**config.mk**
```make
export PLATFORM = sky130hd
export DESIGN_NAME = cbb_front_flat
export DESIGN_NICKNAME = d
export VERILOG_FILES = /design/src/design/cbb_pkg.sv /design/src/design/cbb_pts_if.sv /design/src/design/cbb_front.sv /design/src/flat_wrapper.sv
export SDC_FILE = /design/constraint.sdc
export NUM_CORES = 1
export LEC_CHECK = 0
export CORE_MARGIN = 4
export CORE_UTILIZATION = 65
export DETAILED_ROUTE_END_ITERATION = 12
export DONT_BUFFER_PORTS = 1
export HOLD_SLACK_MARGIN = 0.15
export PLACE_DENSITY_LB_ADDON = 0.05
export SETUP_SLACK_MARGIN = 0.05
export SLEW_MARGIN = 20
export SYNTH_ARGS = -nofsm -noshare
export SYNTH_HDL_FRONTEND = slang
export SYNTH_SLANG_ARGS = --single-unit
```
**constraint.sdc**
```tcl
create_clock -name clk -period 9.6 [get_ports clk]
set_clock_uncertainty 0.2 [all_clocks]
set_input_delay 0.48 -clock clk [delete_from_list [all_inputs] [get_ports clk]]
set_output_delay 0.48 -clock clk [all_outputs]
set_load 0.01 [all_outputs]
```
**src/design/cbb_pkg.sv**
```systemverilog
// shared types, constants and the arctangent table for the compass bearing block
// no dependencies
package cbb_pkg;

  localparam int CORDIC_STEPS_DEF = 16;
  localparam int ANGLE_BITS_DEF   = 16;

  localparam int COORD_BITS  = 32;
  localparam int DIFF_BITS   = COORD_BITS + 1;
  localparam int GUARD_SHIFT = 24;
  localparam int TURN_BITS   = 32;
  // magnitudes below 2^32, shifted by the guard bits, grow by at most ~2.33 in cordic
  localparam int CW          = COORD_BITS + GUARD_SHIFT + 4;
  // sum of all table entries stays below 2^31
  localparam int ZW          = TURN_BITS + 1;

  localparam logic [TURN_BITS-1:0] QUARTER_TURN = 32'h4000_0000;
  localparam logic [TURN_BITS-1:0] HALF_TURN    = 32'h8000_0000;
  localparam logic [TURN_BITS-1:0] THREE_QUARTER_TURN = 32'hC000_0000;

  // direction class of the difference vector
  typedef enum logic [3:0] {
    CLS_SAME,
    CLS_N,
    CLS_E,
    CLS_S,
    CLS_W,
    CLS_NE,
    CLS_SE,
    CLS_SW,
    CLS_NW
  } cls_t;

  typedef struct packed {
    logic signed [CW-1:0] x;
    logic signed [CW-1:0] y;
    logic signed [ZW-1:0] z;
    cls_t                 cls;
  } cordic_t;

  // round(atan(2^-i) / (2 pi) * 2^32)
  function automatic logic [TURN_BITS-1:0] atan_turn(input int unsigned i);
    logic [TURN_BITS-1:0] v;
    case (i)
      0:  v = 32'd536870912;
      1:  v = 32'd316933406;
      2:  v = 32'd167458907;
      3:  v = 32'd85004756;
      4:  v = 32'd42667331;
      5:  v = 32'd21354465;
      6:  v = 32'd10679838;
      7:  v = 32'd5340245;
      8:  v = 32'd2670163;
      9:  v = 32'd1335087;
      10: v = 32'd667544;
      11: v = 32'd333772;
      12: v = 32'd166886;
      13: v = 32'd83443;
      14: v = 32'd41722;
      15: v = 32'd20861;
      16: v = 32'd10430;
      17: v = 32'd5215;
      18: v = 32'd2608;
      19: v = 32'd1304;
      20: v = 32'd652;
      21: v = 32'd326;
      22: v = 32'd163;
      23: v = 32'd81;
      24: v = 32'd41;
      25: v = 32'd20;
      26: v = 32'd10;
      27: v = 32'd5;
      28: v = 32'd3;
      29: v = 32'd1;
      30: v = 32'd1;
      default: v = '0;
    endcase
    return v;
  endfunction

endpackage

```
**src/design/cbb_pts_if.sv**
```systemverilog
// channel carrying one target/current point pair
// depends on cbb_pkg
interface cbb_pts_if;
  import cbb_pkg::*;

  logic                         valid;
  logic                         ready;
  logic signed [COORD_BITS-1:0] target_x;
  logic signed [COORD_BITS-1:0] target_y;
  logic signed [COORD_BITS-1:0] current_x;
  logic signed [COORD_BITS-1:0] current_y;

  modport source (output valid, target_x, target_y, current_x, current_y, input ready);
  modport sink   (input valid, target_x, target_y, current_x, current_y, output ready);
endinterface

```
**src/design/cbb_front.sv**
```systemverilog
// front end: coordinate differences, direction class and first-quadrant fold
// depends on cbb_pkg and cbb_pts_if
module cbb_front (
  input  logic            clk,
  input  logic            rst,
  cbb_pts_if.sink         points,
  output logic            dn_valid,
  output cbb_pkg::cordic_t dn_data,
  input  logic            dn_ready
);
  import cbb_pkg::*;

  // stage 1: differences
  logic                        v1;
  logic signed [DIFF_BITS-1:0] dx;
  logic signed [DIFF_BITS-1:0] dy;
  logic                        adv1;

  // stage 2: folded vector
  logic    v2;
  cordic_t d2;
  logic    adv2;

  logic                        dx_zero, dy_zero, dx_neg, dy_neg;
  logic signed [DIFF_BITS-1:0] ax, ay;
  cls_t                        cls;
  cordic_t                     d2_next;

  assign adv2 = !v2 || dn_ready;
  assign adv1 = !v1 || adv2;
  // no word taken while in reset, it would be dropped with the valid bits
  assign points.ready = adv1 && !rst;

  always_ff @(posedge clk) begin
    if (rst) begin
      v1 <= 1'b0;
    end else if (adv1) begin
      v1 <= points.valid;
    end
    if (adv1) begin
      dx <= $signed({points.target_x[COORD_BITS-1], points.target_x})
          - $signed({points.current_x[COORD_BITS-1], points.current_x});
      dy <= $signed({points.target_y[COORD_BITS-1], points.target_y})
          - $signed({points.current_y[COORD_BITS-1], points.current_y});
    end
  end

  always_comb begin
    dx_zero = (dx == '0);
    dy_zero = (dy == '0);
    dx_neg  = dx[DIFF_BITS-1];
    dy_neg  = dy[DIFF_BITS-1];
    ax = dx_neg ? -dx : dx;
    ay = dy_neg ? -dy : dy;
    if (dx_zero && dy_zero) begin
      cls = CLS_SAME;
    end else if (dx_zero) begin
      cls = dy_neg ? CLS_S : CLS_N;
    end else if (dy_zero) begin
      cls = dx_neg ? CLS_W : CLS_E;
    end else if (!dx_neg) begin
      cls = dy_neg ? CLS_SE : CLS_NE;
    end else begin
      cls = dy_neg ? CLS_SW : CLS_NW;
    end
    // cordic x starts on |dy|, y on |dx|
    d2_next.x   = $signed(CW'(ay[COORD_BITS-1:0]) << GUARD_SHIFT);
    d2_next.y   = $signed(CW'(ax[COORD_BITS-1:0]) << GUARD_SHIFT);
    d2_next.z   = '0;
    d2_next.cls = cls;
  end

  always_ff @(posedge clk) begin
    if (rst) begin
      v2 <= 1'b0;
    end else if (adv2) begin
      v2 <= v1;
    end
    if (adv2) begin
      d2 <= d2_next;
    end
  end

  assign dn_valid = v2;
  assign dn_data  = d2;

  a_quadrant_positive: assert property (@(posedge clk) disable iff (rst)
    v2 && (d2.cls == CLS_NE || d2.cls == CLS_SE || d2.cls == CLS_SW || d2.cls == CLS_NW)
      |-> (d2.x > 0) && (d2.y > 0))
    else $error("folded vector not strictly inside first quadrant");

endmodule

```
**src/flat_wrapper.sv**
```systemverilog
// flat-port wrapper written by rule: the top's interface ports become plain ports
module cbb_front_flat import cbb_pkg::*;
  (clk, rst, dn_valid, dn_data, dn_ready, points_valid, points_target_x, points_target_y, points_current_x, points_current_y, points_ready);
  cbb_pts_if points_i ();
  input  logic clk;
  input  logic rst;
  output logic dn_valid;
  output cbb_pkg::cordic_t dn_data;
  input  logic dn_ready;
  input wire logic [$bits(points_i.valid)-1:0] points_valid;
  input wire logic [$bits(points_i.target_x)-1:0] points_target_x;
  input wire logic [$bits(points_i.target_y)-1:0] points_target_y;
  input wire logic [$bits(points_i.current_x)-1:0] points_current_x;
  input wire logic [$bits(points_i.current_y)-1:0] points_current_y;
  output wire logic [$bits(points_i.ready)-1:0] points_ready;
  assign points_i.valid = points_valid;
  assign points_i.target_x = points_target_x;
  assign points_i.target_y = points_target_y;
  assign points_i.current_x = points_current_x;
  assign points_i.current_y = points_current_y;
  assign points_ready = points_i.ready;
  cbb_front u_core (.clk(clk), .rst(rst), .points(points_i), .dn_valid(dn_valid), .dn_data(dn_data), .dn_ready(dn_ready));
endmodule
```
==> results of run 1 <==
placed cells by master, fill, tap and decap left out, types with 9 or more instances in the layout:
master | netlist | layout
edfxtp_1 | 134 | 134
inv_1 | 97 | 96
xnor2_1 | 96 | 96
conb_1 | 1 | 89
a21oi_1 | 69 | 69
ha_1 | 67 | 67
nand2_1 | 63 | 62
o21ai_0 | 58 | 58
nor2_1 | 43 | 43
a21o_1 | 32 | 32
o31ai_1 | 19 | 19
xor2_1 | 18 | 18
clkbuf_16 | 0 | 17
nand4_1 | 13 | 13
nand3_1 | 13 | 13
nand2b_1 | 12 | 12
nor2b_1 | 11 | 11
and2_1 | 9 | 9
nor3_1 | 9 | 9
o211ai_1 | 9 | 9
o21a_1 | 9 | 9
cell usage after synthesis, drive strengths merged, types with 4 or more instances:
cell    number
a21oi       69
or2          4
o21a         9
a21o        32
o41ai        9
nor2b       11
o31ai       20
xor2        18
nor4         7
clkbuf      17
buf         89
ha          67
a31oi        7
o211ai       9
xnor2       96
nor2        43
o21ai       58
nand3       13
nand2b      12
or4         11
nor3         9
nand2       64
a211oi       4
edfxtp     134
and2         9
o21bai       7
inv         97
nand4       13
or3          7
per-stage QoR:
| step | std cells | hold WS, ps | total power [W] |
|---|---|---|---|
| 6_report | 1192 | 169 | 0.00220 |
| 3_5_place_dp | 1156 | 270 | 0.00149 |
| 2_1_floorplan | 1076 | 226 | 0.00139 |
| 4_1_cts | 1191 | 167 | 0.00221 |
| 5_1_grt | 1192 | 176 | 0.00231 |
| 3_3_place_gp | 1156 | 249 | 0.00149 |
power by group:
part           internal, W  leakage [nW]  switching [W]  total, W
combinational     0.000193          2.66       0.000229  0.000422
sequential        0.000877          1.43       0.000189   0.00107
clock             0.000462         0.307       0.000250  0.000712
total              0.00153          4.39       0.000668   0.00220
worst max path at each step:
stage | start | end
6_report | points_target_y[0] | u_core.dy[32]
5_1_grt | points_target_y[0] | u_core.dy[32]
4_1_cts | points_target_y[0] | u_core.dy[32]
3_5_place_dp | points_target_y[0] | u_core.dy[32]
3_3_place_gp | points_target_y[0] | u_core.dy[32]
2_1_floorplan | points_target_y[0] | u_core.dy[32]
worst max-delay path: stages:
cell and delay (ps):
inv_1 20, ha_1 200, fa_1 410, nor2b_1 170, o2111ai_1 210, a2111oi_0 680, nor4b_1 230, o221a_2 360
o311ai_1 530, nand4_1 160, a41o_1 240
metal layers:
layer  share of wire  routed length [microns]
met4           0.019                      377
met5               0                        0
met2            0.46                     9220
met1            0.44                     8870
met3           0.075                     1500
timing repair:
action,CTS,global route
hold buffers,3,0
buffers inserted,0,0
hold endpoints to repair,2,0
state kept, by name (all words and copies together) (netlist names):
name / cells
u_core.dn_valid: 1
u_core.dy: 33
u_core.dn_data: 68
u_core.v1: 1
u_core.dx: 33
final cells by class:
class	instances	share of cell area
flip-flops and latches	136	0.393
well taps	184	0.0222
clock inverters	15	0.0218
clock buffers	17	0.0411
inverters	97	0.0352
multi-input cells	737	0.480
repair buffers	6	0.00701
cell families (layout without fill, tap and decap cells):
group,after synthesis,after routing,synth area share
compound gates,250,250,0.165
simple gates,215,215,0.116
buf+inv,203,135,0.112
flops,136,136,0.415
xor+xnor,114,114,0.102
fa+ha+maj,69,69,0.0896
other cells,1,89,0.000383
==> key figures, run 1 <==
Pwr
  • Power Density: 213 nW/um^2
  • Peak supply drop: 0.167 mV
  • Pleak: 4.39 nW

Route
  • ANT nets after route: 0
  • DRT iter0 DRCs: 425
  • Routed WL per cell: 16.8 microns
  • Drt drc: 0
  • Detailed Routing Iterations Pass 1: 5
  • Drt via density: 5.72
  • Drt total wl: 20.0 mm
  • Vias: 6824

Placement
  • Post-DP Area: 9650 sq um
  • Final HPWL DP: 15.4 mm
  • GP Congestion: 0.870
  • Place WS: 5510 ps
  • Port-buffer cells: 0

Timing
  • Max Slew Vio Count: 0
  • RSZ-0062 raised after global routing: false
  • Endpoints failing hold: 0
  • F_max: 268 MHz
  • Worst slew pin tran: 1070 ps
  • Crit share post-route: 0.388
  • Setup tns final: 0 ps
  • Min cycle time layout: 3730 ps
  • Final Worst Setup Slack: 5870 ps
  • Setup Viol. Count Final: 0
  • Normalized max-slew margin: 0.286

Global route
  • Met3 global-route usage: 0.0622
  • Pin count of the biggest net entering global routing: 69
  • Overflow after GRT: 0
  • M1 GR Usage: 0.314
  • Initial antenna violation count: 0
  • Most Crowded Layer GR: met2
  • Total GRT Usage: 0.226
  • First-pass GRT wire length: 30.3 mm
  • Number of global-route vias before repair: 6061
  • Met2 usage in global routing: 0.349

Floorplanning
  • Die height: 131 microns
  • IO Pins: 291
  • Core area: 14600 sq um
  • Die area: 17100 sq um
  • Die W: 131 microns
  • Core Rows: 44
  • Initial Util: 0.669

Worst setup path
  • R2R depth: 8
  • Reg2Reg Setup Slack: 6270 ps
  • Startpoint type of the worst setup path: input pin
  • Worst path required time: 9580 ps
  • Kind of critical path: input pin to register
  • Worst-path fanout max: 3
  • CP Data Arrival Time: 3700 ps
  • Worst r2r dst: u_core.dn_data[2]
  • Origin of the critical flop-to-flop path: u_core.dx[14]
  • CP Capture Type: register

Layout
  • Final-stage net count: 1196
  • FF/Latch Area: 4060 sq um
  • # fillers: 1124
  • Area Overhead vs Synth: 5.66%
  • Multi-input gate area: 4970 sq um
  • Final Cell Area: 10400 sq um
  • Layout cell share with drive strength beyond 1: 0.0575
  • N_diodes: 0
  • Core Util, Final: 0.707

Yosys
  • Register bit total from synthesis: 136
  • Register area share after synthesis: 0.415
  • Synthesized area: 9800 sq um
  • Yosys cell types: 67
  • Post-synth EDFFs: 134
  • Area contributors post-synth: edfxtp_1 41%, xnor2_1 8.6%, ha_1 8.6%
  • Area share of the leading cell type in the synthesized netlist: 0.411
  • Post-synth ARST share: 0
  • Area leader, netlist: edfxtp_1
  • Syn avg cell area: 9.92 sq um
  • Synth Instances: 988
  • Post-synth top flop: edfxtp_1
  • Warnings from Yosys: 0

Worst hold path
  • Hold Path Origin: points_current_x[0]
  • Worst hold path cell count: 2
  • Hold Path Class: input pin to register
  • Min-Delay Endpoint: u_core.dx[0]

Status
  • Status: finished, final reports clean

Clock network
  • Total CTS buffers: 17
  • H-tree level count: 4
  • CTS tree: yes
  • PostCTS Resize Cnt: 0
  • Clk sinks: 136
  • Root buffer cell: clkbuf_16
  • Worst-path clk slew: 60 ps
  • Clock Path Buffers: 2
  • Later-pin clock latency in the skew report: 420 ps

Flow run
  • MaxCap Viol Count: 0
Power figures use the tool's default switching activity.
==> run 2, diff against run 1 <==
==> constraint.sdc (replaced) <==
create_clock -name clk -period 3.9 [get_ports clk]
set_clock_uncertainty 0.2 [all_clocks]
set_input_delay 0.195 -clock clk [delete_from_list [all_inputs] [get_ports clk]]
set_output_delay 0.195 -clock clk [all_outputs]
set_load 0.01 [all_outputs]
==> key figures, run 2 (same netlist as run 1, synthesis figures left out) <==
Status
  • Status: finished, final reports clean

Timing
  • Crit share post-route: 0.918
  • Endpoints failing hold: 0
  • Setup Viol. Count Final: 0
  • Min cycle time layout: 3580 ps
  • Normalized max-slew margin: 0.295
  • Setup tns final: 0 ps
  • Max Slew Vio Count: 0
  • RSZ-0062 raised after global routing: false
  • Worst slew pin tran: 1060 ps
  • F_max: 279 MHz

Placement
  • Post-DP Area: 9660 sq um
  • Cells after DPL: 1158
  • Final HPWL DP: 15.6 mm
  • Port-buffer cells: 0
  • GP Congestion: 0.879

Pwr
  • Sequential Power Share: 0.455
  • Peak supply drop: 0.350 mV
  • Power Density: 497 nW/um^2
  • NetSw: 0.00169 W
  • Comb pwr share: 0.214
  • Final Power: 0.00577 W
  • P_int: 0.00409 W
  • Pleak: 4.93 nW
  • Sw Ratio: 0.292
  • Clock share of power: 0.331

Floorplanning
  • Die height: 131 microns
  • Core area: 14600 sq um
  • Core Rows: 44
  • IO Pins: 291
  • Die W: 131 microns
  • Die area: 17100 sq um
  • Initial Util: 0.669

Layout
  • Area Overhead vs Synth: 18.5%
  • N_diodes: 0
  • Fin cells: 1313
  • Core Util, Final: 0.793
  • Max reg flops: 68
  • Most frequent cells in the layout: 134 x edfxtp_1, 122 x dlygate4sd3_1, 96 x inv_1, 96 x xnor2_1, 89 x conb_1
  • Most common cell after layout, fill and taps aside: edfxtp_1
  • Final Cell Area: 11600 sq um
  • Layout cell share with drive strength beyond 1: 0.0531
  • # fillers: 917
  • FF/Latch Area: 4060 sq um
  • Multi-input gate area: 4980 sq um
  • Final-stage net count: 1317

Worst setup path
  • Origin of the critical flop-to-flop path: u_core.dx[14]
  • Worst-path fanout max: 3
  • Worst-path cell chain: dlygate4sd3_1, fa_1, nor2b_1, o2111ai_1, a2111oi_2, nor4b_1, o221a_2, o311ai_1, nand4_1, a41o_1
  • Slowest cell on the critical path: dlygate4sd3_1
  • Worst path required time: 3870 ps
  • R2R depth: 8
  • CP Capture Type: register
  • Critical path's largest stage delay: 560 ps
  • Reg2Reg Setup Slack: 550 ps
  • Kind of critical path: input pin to register
  • Worst r2r dst: u_core.dn_data[2]
  • CP Data Arrival Time: 3550 ps
  • Startpoint type of the worst setup path: input pin

Route
  • Drt total wl: 22.9 mm
  • DRT iter0 DRCs: 440
  • Detailed Routing Iterations Pass 1: 5
  • Drt drc: 0
  • Drt via density: 5.73
  • Vias: 7526
  • Routed WL per cell: 17.5 microns
  • ANT nets after route: 0

Clock network
  • Worst-path clk slew: 60 ps
  • Root buffer cell: clkbuf_16
  • H-tree level count: 4
  • Clk sinks: 136
  • Post-CTS Setup Bufs: 0
  • Total CTS buffers: 17
  • CTS tree: yes
  • Later-pin clock latency in the skew report: 420 ps
  • Clock Path Buffers: 2

Global route
  • Number of global-route vias before repair: 6924
  • Total GRT Usage: 0.263
  • First-pass GRT wire length: 34.9 mm
  • Overflow after GRT: 0
  • Pin count of the biggest net entering global routing: 69
  • Initial antenna violation count: 0

Worst hold path
  • Worst hold path cell count: 3
  • Hold Path Class: input pin to register
  • Hold Path Origin: points_current_y[7]
  • Min-Delay Endpoint: u_core.dy[7]

Flow run
  • MaxCap Viol Count: 0
==> run 2: cell types whose count changed in the layout (fill, tap and decap cells not counted), sizes merged <==
cell	delta
dlygate4sd3	+119
bufinv	+3
buf	+2
clkinvlp	-2
inv	-2
clkinv	+1
==> run 2: power groups by stage <==
| stage | Sequential (W) | Combinational, W | Clock (W) |
|---|---|---|---|
| 3_5_place_dp | 0.00266 | 0.00102 | 0 |
| 3_3_place_gp | 0.00266 | 0.000999 | 0 |
| 6_report | 0.00263 | 0.00124 | 0.00191 |
| 2_1_floorplan | 0.00250 | 0.000919 | 0 |
| 4_1_cts | 0.00264 | 0.00119 | 0.00193 |
| 5_1_grt | 0.00268 | 0.00136 | 0.00200 |
==> run 2: final cells by class <==
cell class                 count  share of cell area
sequential                   136               0.350
timing repair buffer         127               0.109
tap                          184              0.0198
inverter                      97              0.0314
clock inverter                15              0.0240
multi-input combinational    737               0.429
clock buffer                  17              0.0366
==> run 2: how the worst max path moves through the flow <==
| stage | to | from | cells after the start | slack [ps] |
|---|---|---|---|---|
| after global routing | u_core.dy[32] | points_current_y[1] | 10 | 210 |
| after global placement | u_core.dy[32] | points_target_y[0] | 11 | 270 |
| after floorplan | u_core.dy[32] | points_target_y[0] | 11 | 620 |
| after detailed placement | u_core.dy[32] | points_target_y[0] | 11 | 160 |
| final | u_core.dy[32] | points_current_y[1] | 10 | 320 |
| after CTS | u_core.dy[32] | points_current_y[1] | 10 | 80 |
==> run 2: critical path: cells and delay by family <==
family	cells	cell delay, ps
buffers and inverters	1	560
AOI/OAI and AO/OA	5	1800
adders and majority gates	1	460
and+or+nand+nor	3	530
==> run 2: what timing repair did <==
action | 4_1_cts | 5_1_grt
gates resized for setup | 0 | 2
endpoints found under the setup margin | 0 | 2
endpoints found under the hold margin | 64 | 0
hold buffers | 122 | 0
==> run 2: per-layer routing <==
layer	global-route usage	vias up	share of wire
li1	-	3628	-
met1	0.335	3512	0.41
met2	0.436	339	0.49
met3	0.0695	47	0.077
met4	0.0950	0	0.029
met5	0	-	0
==> run 2: per-stage QoR <==
step	hold WS [ps]	worst slack, ps
3_3_place_gp	70.0	268
4_1_cts	151	75.1
3_5_place_dp	71.3	163
6_report	149	321
2_1_floorplan	67.4	619
5_1_grt	167	213
==> run 3, diff against run 2 <==
--- a/config.mk
+++ b/config.mk
@@ -5,7 +5,7 @@
 export SDC_FILE = /design/constraint.sdc
 export NUM_CORES = 1
 export LEC_CHECK = 0
-export CORE_MARGIN = 4
+export ABC_AREA = 1
 export CORE_UTILIZATION = 65
 export DETAILED_ROUTE_END_ITERATION = 12
 export DONT_BUFFER_PORTS = 1
==> key figures, run 3 <==
Status
  • Status: finished, final reports clean

Worst setup path
  • CP Capture Type: register
  • CP dominant cell by count: nand2_1
  • Kind of critical path: input pin to register
  • Critical path buffer and inverter count: 3
  • CP top delay family: buffers and inverters
  • CP Data Arrival Time: 2800 ps
  • Slowest cell on the critical path: dlygate4sd3_1
  • CP Depth: 14
  • Worst path required time: 3870 ps
  • Worst-path fanout max: 3
  • Critical path's largest stage delay: 550 ps
  • R2R depth: 5
  • Startpoint type of the worst setup path: input pin
  • Worst-path cell chain: dlygate4sd3_1, ha_1, fa_1, inv_1, nand2_1, nand2_1, nand3_1, nand2_1, nand2_1, nand2_2, nand2_1, nand3_1, nand2_1, dlygate4sd3_1

Floorplanning
  • Initial Util: 0.668
  • Die height: 138 microns
  • Core Rows: 49
  • Die W: 138 microns
  • Die area: 19100 sq um
  • IO Pins: 291
  • Core area: 18000 sq um

Placement
  • Cells after DPL: 1990
  • Post-DP Area: 12000 sq um
  • Final HPWL DP: 23.1 mm
  • GP Congestion: 0.908
  • Port-buffer cells: 0

Timing
  • RSZ-0062 raised after global routing: false
  • Endpoints failing hold: 0
  • Min cycle time layout: 2830 ps
  • Max Slew Vio Count: 0
  • Normalized max-slew margin: 0.374
  • Setup Viol. Count Final: 0
  • F_max: 353 MHz
  • Crit share post-route: 0.726
  • Setup tns final: 0 ps
  • Worst slew pin tran: 940 ps

Clock network
  • Total CTS buffers: 17
  • Later-pin clock latency in the skew report: 410 ps
  • CTS tree: yes
  • # hold bufs at CTS: 120
  • Post-CTS Setup Bufs: 0
  • Worst-path clk slew: 60 ps
  • Clk sinks: 136
  • Root buffer cell: clkbuf_16
  • PostCTS Resize Cnt: 0
  • Clock Path Buffers: 2
  • H-tree level count: 4

Yosys
  • Synth Instances: 1769
  • Area leader, netlist: edfxtp_1
  • Area share of the leading cell type in the synthesized netlist: 0.334
  • Post-synth EDFFs: 134
  • Post-synth top flop: edfxtp_1
  • Warnings from Yosys: 0
  • Area contributors post-synth: edfxtp_1 33%, nand2_1 20%, inv_1 12%
  • Register area share after synthesis: 0.338
  • Syn avg cell area: 6.80 sq um
  • Synth top cells by count: 634 x nand2_1, 376 x inv_1, 141 x nor2_1, 134 x edfxtp_1, 91 x buf_4
  • Most frequent cell after synthesis: nand2_1
  • Post-synth ARST share: 0
  • Yosys cell types: 43
  • Synthesized area: 12000 sq um
  • Register bit total from synthesis: 136

Pwr
  • Sw Ratio: 0.369
  • Power Density: 408 nW/um^2
  • Sequential Power Share: 0.450
  • NetSw: 0.00206 W
  • Peak supply drop: 0.387 mV
  • Clock share of power: 0.256
  • Pleak: 7.54 nW
  • P_int: 0.00353 W
  • Comb pwr share: 0.293

Layout
  • Area Overhead vs Synth: 13.8%
  • Max reg flops: 68
  • Layout cell share with drive strength beyond 1: 0.0382
  • Fin cells: 2142
  • Final Cell Area: 13700 sq um
  • N_diodes: 0
  • Most frequent cells in the layout: 633 x nand2_1, 376 x inv_1, 141 x nor2_1, 134 x edfxtp_1, 120 x dlygate4sd3_1
  • Final-stage net count: 2101
  • Most common cell after layout, fill and taps aside: nand2_1
  • # fillers: 1362

Worst hold path
  • Hold Path Class: input pin to register
  • Worst hold path cell count: 4

Route
  • Drt drc: 0
  • Drt via density: 5.17
  • Vias: 11100
  • Detailed Routing Iterations Pass 1: 5
  • ANT nets after route: 0
  • Drt total wl: 31.6 mm
  • DRT iter0 DRCs: 1034
  • Routed WL per cell: 14.8 microns

Global route
  • Total GRT Usage: 0.331
  • Pin count of the biggest net entering global routing: 69
  • Overflow after GRT: 0
  • Initial antenna violation count: 0
  • Number of global-route vias before repair: 10400
  • First-pass GRT wire length: 51.1 mm

Flow run
  • MaxCap Viol Count: 0
==> run 3: path summary, 6_finish.rpt <==
check / startpoint / end / slack, ps
setup / recovery: points_current_x[0] / u_core.dx[32] / 1070
hold / removal: points_current_x[17] / u_core.dx[17] / 180
setup reg to reg: u_core.dy[32] / u_core.dn_data[0] / 1690
hold reg to reg: u_core.dy[0] / u_core.dn_data[121] / 250
==> run 3: logic make-up after synthesis <==
logic type	Yosys count	share of synthesized area
AO/OA/AOI/OAI	69	0.0316
buffers and inverters	477	0.178
XOR/XNOR	74	0.0545
AND/OR/NAND/NOR	943	0.325
adder cells (fa/ha/maj)	69	0.0730
other	1	0.000312
flip-flops	136	0.338
==> run 3: cell type report <==
cell class | count | area (sq um) | area share
repair buffers | 123 | 1220 | 0.0894
clock buffers | 17 | 425 | 0.0311
well taps | 229 | 287 | 0.0209
inverters | 378 | 1420 | 0.104
flip-flops and latches | 136 | 4060 | 0.297
clock inverters | 15 | 104 | 0.00758
multi-input cells | 1244 | 6170 | 0.451
==> run 3: per-stage QoR <==
step	hold WS [ps]	worst slack [ps]	utilization	power, W
final	179	1070	0.760	0.00559
after global routing	205	885	0.760	0.00585
after CTS	152	1100	0.760	0.00554
after detailed placement	66.7	1720	0.664	0.00397
after global placement	65.3	1780	0.664	0.00392
after floorplan	64.1	894	-	0.00359
==> run 3: power by group through the flow <==
stage	Sequential (W)	Clock [W]	Combinational, W
2_1_floorplan	0.00242	0	0.00116
3_3_place_gp	0.00253	0	0.00140
3_5_place_dp	0.00255	0	0.00142
4_1_cts	0.00252	0.00144	0.00158
5_1_grt	0.00255	0.00150	0.00181
6_report	0.00251	0.00143	0.00164
==> run 3: routing by layer <==
layer  vias to the layer above  track usage  share of wire
met4                         0        0.101          0.024
met5                         -            0              0
met2                       595        0.549           0.46
li1                       5472            -              -
met1                      4934        0.456           0.44
met3                        64       0.0388          0.077
==> run 3: worst reg2reg max path, cell delays in order, from the launching register on <==
cell	delay (ps)
edfxtp_1	320
buf_4	300
clkinv_1	560
ha_1	480
inv_1	60
a21boi_1	50
